**config.mk**
```make
export PLATFORM = sky130hd
export DESIGN_NAME = rpa_addr_check
export DESIGN_NICKNAME = d
export VERILOG_FILES = /design/src/rpa_pkg.sv /design/src/rpa_addr_check.sv
export SDC_FILE = /design/constraint.sdc
export NUM_CORES = 1
export LEC_CHECK = 0
export ABC_AREA = 0
export BUFFER_PORTS_ARGS = -buffer_cell sky130_fd_sc_hd__buf_4
export CAP_MARGIN = 20
export CELL_PAD_IN_SITES_DETAIL_PLACEMENT = 0
export CELL_PAD_IN_SITES_GLOBAL_PLACEMENT = 2
export CORE_MARGIN = 1.5
export CORE_UTILIZATION = 24
export DETAILED_ROUTE_END_ITERATION = 10
export PLACE_DENSITY = 0.81
export SLEW_MARGIN = 5
export SYNTH_ARGS = -nofsm -noshare
export SYNTH_HDL_FRONTEND = slang
export SYNTH_SLANG_ARGS = --single-unit
```
**constraint.sdc**
```tcl
create_clock -name vclk -period 3.9
set_clock_uncertainty 0.15 [all_clocks]
set_input_delay 0.78 -clock vclk [all_inputs]
set_output_delay 0.78 -clock vclk [all_outputs]
set_load 0.01 [all_outputs]
```
**src/rpa_pkg.sv**
```systemverilog
// Shared constants, codes and defaults for the reference-counted page allocator.
package rpa_pkg;

    localparam int ADDR_W     = 56;
    localparam int EXT_W      = ADDR_W + 2;
    localparam int REQ_W      = 3;
    localparam int STATUS_W   = 3;
    localparam int REF_OUT_W  = 16;
    localparam int CFG_IDX_W  = 2;

    localparam int NUM_PAGES_DEF   = 32768;
    localparam int PAGE_SHIFT_DEF  = 12;
    localparam int COUNT_WIDTH_DEF = 16;

    localparam logic [REQ_W-1:0] REQ_INIT   = 3'd0;
    localparam logic [REQ_W-1:0] REQ_ALLOC  = 3'd1;
    localparam logic [REQ_W-1:0] REQ_FREE   = 3'd2;
    localparam logic [REQ_W-1:0] REQ_ADDREF = 3'd3;
    localparam logic [REQ_W-1:0] REQ_GETREF = 3'd4;

    localparam logic [STATUS_W-1:0] STAT_OK      = 3'd0;
    localparam logic [STATUS_W-1:0] STAT_OOM     = 3'd1;
    localparam logic [STATUS_W-1:0] STAT_BADADDR = 3'd2;
    localparam logic [STATUS_W-1:0] STAT_UNDER   = 3'd3;
    localparam logic [STATUS_W-1:0] STAT_OVER    = 3'd4;

    localparam logic [CFG_IDX_W-1:0] REG_REGION_BASE = 2'd0;
    localparam logic [CFG_IDX_W-1:0] REG_KERNEL_END  = 2'd1;
    localparam logic [CFG_IDX_W-1:0] REG_PHYS_TOP    = 2'd2;

    localparam logic [ADDR_W-1:0] REGION_BASE_RST = 56'd2147483648;
    localparam logic [ADDR_W-1:0] KERNEL_END_RST  = 56'd2147483648;
    localparam logic [ADDR_W-1:0] PHYS_TOP_RST    = 56'd2281701376;

endpackage

```
**src/rpa_addr_check.sv**
```systemverilog
// Page address validation and page index computation.
module rpa_addr_check #(
    parameter int NUM_PAGES  = rpa_pkg::NUM_PAGES_DEF,
    parameter int PAGE_SHIFT = rpa_pkg::PAGE_SHIFT_DEF,
    parameter int IDX_W      = $clog2(NUM_PAGES)
) (
    input  logic [rpa_pkg::ADDR_W-1:0] addr,
    input  logic [rpa_pkg::ADDR_W-1:0] region_base,
    input  logic [rpa_pkg::ADDR_W-1:0] kernel_end,
    input  logic [rpa_pkg::ADDR_W-1:0] phys_top,
    output logic                       ok,
    output logic [IDX_W-1:0]           idx
);

    localparam int OFF_W = rpa_pkg::ADDR_W - PAGE_SHIFT;

    logic [rpa_pkg::ADDR_W-1:0] base;
    logic [rpa_pkg::ADDR_W-1:0] diff;
    logic [OFF_W-1:0]           off;

    assign base = {region_base[rpa_pkg::ADDR_W-1:PAGE_SHIFT], {PAGE_SHIFT{1'b0}}};
    assign diff = addr - base;
    assign off  = diff[rpa_pkg::ADDR_W-1:PAGE_SHIFT];
    assign idx  = off[IDX_W-1:0];

    assign ok = (addr[PAGE_SHIFT-1:0] == '0) && (addr >= kernel_end) &&
                (addr < phys_top) && (addr >= base) && (off < OFF_W'(NUM_PAGES));

endmodule

```
==> impl_metrics.tcl, run 1 <==
set metrics [dict create \
    status "complete, but fails checks" \
    violations "setup timing" \
    drc 0 \
    vdd_drop_max_uv 44.08 \
    dr.pass1.iters 4 \
    power_leakage_nw 5.452 \
    die_area_um2 26270 \
    io_pins 240 \
    holdWs_ns 1.789 \
    hold_viol_final 0 \
    required_ns 2.97 \
    tightest_slew_ns 0.5470 \
    gr-total-overflow 0 \
    drive_above_1_share_pct 42.43 \
    ant_nets 0 \
    max_freq_mhz 223.7 \
    setup_violations 1 \
    slew_headroom_pct 62.59 \
    ys_warn_count 0 \
    worst_hold_path_type "in -> out" \
    setup_tns_ns -0.5693 \
    power.density_nw_per_um2 140.7 \
    synth_top_area_cell "ha_1" \
    layout_commonest_cell "buf_4" \
    die_h_um 162.1 \
    worst-path-max-fanout 7 \
    path_class "in -> out" \
    cp-end-kind "output pin" \
    ff_latch_area_um2 0 \
    finalWorstPathRequiredPeriod_ns 4.469 \
    worst_ep_arrival_time_ns 3.54 \
    initialDrtViolationCount 259 \
    drv_cap 0 \
    startpoint "region_base[23]" \
    nClkBuffers 0 \
    synth_cells 898 \
    layout_common_cells "458 x buf_4, 170 x inv_1, 127 x ha_1" \
    grt_max_degree 12 \
    ys_seq_area_share_pct 0 \
    area_growth_pct 71.29 \
    grt_usage_pct 17.87 \
    place_congestion 0.8535 \
    nFlopsAndLatches 0 \
    die_width_um 162.1 \
    diodes 0 \
    dp.final_hpwl_um 22020 \
    p_total_mw 1.464 \
    core_um2 25040 \
    finalMaxSlewViolations 0 \
    hold_depth 4 \
    viasPerCell 4.650 \
    min_from "region_base[12]" \
    rsz0062_at_grt "yes" \
    setup_ws_ns -0.5693 \
    synthTopCellsByArea "ha_1 32%, inv_1 11%, a21oi_1 7.2%, nand2_1 4.4%, nand4_1 4.2%" \
    period_share_pct 114.6 \
    placementRows 58 \
    min_to "idx[0]" \
    grt_pass1_wl_um 38330 \
    synth.distinct_cells 71 \
    vias 7770 \
    avgSynthCellArea_um2 6.765 \
    num-nets-final 1723 \
    wire_per_inst_um 14.46 \
    synth_nets 1278 \
    start_kind "input pin" \
    syn_area_um2 6075 \
    cts_hold_buf 0 \
    start_util_pct 24.26 \
    portBuffers 228 \
    final_cells 1671 \
    grt_pass1_vias 7808 \
    dp.cells 1665 \
    wirelength_um 24170 \
    antenna_found_initial 0 \
    yosysTopAreaCellShare_pct 31.93 \
    n_fill_cell 2660 \
]
-- worst max path at each step --
stage / endpoint / cells past startpoint
2_1_floorplan: ok / 11
3_3_place_gp: ok / 11
3_5_place_dp: ok / 12
4_1_cts: ok / 13
5_1_grt: ok / 15
6_report: ok / 15
-- metrics by stage --
step                setup WS (ns)  instance area [um2]  util [%]
finish                    -0.5693                10410     41.56
global route              -0.6989                10410     41.56
CTS                       -0.5784                10110     40.40
detailed placement        -0.6528                10010     40.00
global placement          -0.6200                10010     40.00
floorplan                -0.04786                 6302         -
-- cell usage after synthesis, drive strengths merged (11+ instances only) --
cell,n
a2111oi,11
nand2,72
inv,174
nand4,42
a21oi,98
ha,155
o211ai,11
xor2,12
a211oi,15
nor2,45
buf,20
xnor2,15
nand3,19
a21o,22
o21ai,54
nor3,18
-- worst max-delay path, stage by stage --
cell and delay (ns):
buf_4 0.08, inv_2 0.03, ha_4 0.25, buf_6 0.12, nand4_1 0.21, a211oi_4 0.29
a2111oi_4 0.05, buf_4 0.18, o21ai_4 0.20, mux2i_2 0.29, o31a_1 0.19, o21ai_2 0.07
a2111o_1 0.34, nor4_4 0.27, buf_4 0.17
-- layout make-up --
cell class	count	area (um2)	area share, %
inverters	174	655.6	6.301
repair buffers	464	3506	33.69
multi-input cells	703	5831	56.04
well taps	330	412.9	3.968
-- metal layers --
| metal | track usage, % | part of all wire (%) |
|---|---|---|
| met3 | 1.047 | 3.5 |
| met4 | 2.669 | 1.8 |
| met5 | 0 | 0 |
| met1 | 24.05 | 47 |
| met2 | 31.86 | 47 |
-- kinds of logic (layout without fill, tap and decap cells) --
family | count (synthesis) | after routing | share of synthesized area (%)
AOI/OAI and AO/OA | 271 | 271 | 30.07
and+or+nand+nor | 247 | 247 | 20.64
buffers and inverters | 195 | 638 | 12.81
adders and majority gates | 156 | 156 | 32.26
xor gates and xnor gates | 27 | 27 | 3.893
muxes | 2 | 2 | 0.3296
-- power breakdown --
group	leakage (nW)	internal, mW	switching, mW
sequential	0	0	0
clock	0	0	0
combinational	5.45	0.772	0.692
-- what timing repair did --
item                       4_1_cts  5_1_grt
pin swaps                       19       38
resized for setup               17       57
setup endpoints to repair        1        2
buffers inserted                 3        5
Note: power is estimated with default switching activity, not from simulation.
==> run 2: changes to the inputs <==
Settings changed: RECOVER_POWER set to 50, SETUP_SLACK_MARGIN set to 0.2.
==> run 2 against run 1 <==
  * The flow still finishes with violations (setup timing)
  * Combinational power is essentially flat
  * Critical endpoint unchanged
  * First-iteration DRC count fell by 12%
  * Sequential share of layout area unchanged
  * Critical path depth is 2 lower
  * Hold slack got worse by 0.016 ns
  * Count of clock-buffer cells in the layout is the same
  * Largest cell class unchanged
  * Global-route usage about the same
  * Highest routed layer unchanged
  * Total power shrank 1.7%
==> impl_metrics.tcl, run 2 (synthesis results as in run 1) <==
set metrics [dict create \
    status "complete, but fails checks" \
    violations "setup timing" \
    worst_ep_arrival_time_ns 3.53 \
    wirelength_um 24150 \
    grt_pass1_vias 7821 \
    start_util_pct 24.26 \
    path_class "in -> out" \
    core_um2 25040 \
    rsz0062_at_grt "yes" \
    die_width_um 162.1 \
    slew_headroom_pct 62.64 \
    gr-total-overflow 0 \
    grt_pass1_wl_um 38320 \
    nClkBuffers 0 \
    ant_nets 0 \
    setup_violations 1 \
    holdWs_ns 1.773 \
    worst_hold_path_type "in -> out" \
    period_share_pct 114.5 \
    wire_per_inst_um 14.46 \
    dr.pass1.iters 4 \
    num-nets-final 1722 \
    finalMaxSlewViolations 0 \
    dp.final_hpwl_um 22020 \
    multi_input_area_um2 5769 \
    tightest_slew_ns 0.5463 \
    cp-end-kind "output pin" \
    start_kind "input pin" \
    place_congestion 0.8535 \
    die_h_um 162.1 \
    p_total_mw 1.439 \
    die_area_um2 26270 \
    area_growth_pct 69.78 \
    slowest_stage "or4_4" \
    vdd_drop_max_uv 44.49 \
    viasPerCell 4.643 \
    worst-path-max-fanout 7 \
    ff_latch_area_um2 0 \
    drc 0 \
    portBuffers 228 \
    placementRows 58 \
    layout_commonest_cell "buf_4" \
    critPathMaxStageDelay_ns 0.50 \
    fin_util_pct 41.19 \
    cp_num_buf_inv 3 \
    setup_ws_ns -0.5648 \
    grt_usage_pct 17.86 \
    required_ns 2.97 \
    max_freq_mhz 224.0 \
    power.density_nw_per_um2 139.5 \
    antenna_found_initial 0 \
    initialDrtViolationCount 228 \
    postPlaceCellArea_um2 10010 \
    diodes 0 \
    power_leakage_nw 5.433 \
    crit_chain "buf_4, inv_1, ha_2, a21oi_4, o21a_1, o22ai_1, or4_4, nor3_2, nand4_1, nor4b_2, nand4_1, nor4_4, buf_4" \
    vias 7754 \
    finalWorstPathRequiredPeriod_ns 4.465 \
    io_pins 240 \
    drv_cap 0 \
    grt_max_degree 12 \
    nFlopsAndLatches 0 \
    critPathTopFamily "simple AND/OR/NAND/NOR gates" \
    drive_above_1_share_pct 41.04 \
    layout_common_cells "455 x buf_4, 171 x inv_1, 131 x ha_1" \
    n_fill_cell 2653 \
    hold_viol_final 0 \
    cts_hold_buf 0 \
    final_area_um2 10310 \
]
-- run 2: routing by layer --
layer / global-route usage (%) / share of wire (%)
met4: 2.919 / 1.8
met5: 0 / 0
met3: 1.073 / 3.7
met1: 24.05 / 47
met2: 31.68 / 47
-- run 2: cell type report --
cell class	count	share of cell area (%)
Multi-Input combinational cell	703	55.94
Timing Repair Buffer	463	33.70
Inverter	174	6.357
Tap cell	330	4.003
-- run 2: final timing paths --
check                       start     end  slack (ns)  cells after the start
hold / removal    region_base[12]  idx[0]        1.77                      4
setup / recovery  region_base[28]      ok       -0.56                     13
-- run 2: report_power, final --
group	internal [mW]	total (mW)	switching (mW)
clock	0	0	0
combinational	0.755	1.44	0.683
sequential	0	0	0
-- run 2: what timing repair did --
action | 4_1_cts | 5_1_grt
buffers inserted | 2 | 3
pin swaps | 16 | 16
resized for setup | 19 | 34
endpoints found under the setup margin | 3 | 2
-- run 2: metrics by stage --
step | setup slack [ns] | setup TNS [ns] | instances
global placement | -0.6200 | -0.6200 | 1665
global route | -0.7265 | -0.7265 | 1670
CTS | -0.5899 | -0.5899 | 1667
finish | -0.5648 | -0.5648 | 1670
floorplan | -0.04786 | -0.04786 | 898
detailed placement | -0.6528 | -0.6528 | 1665
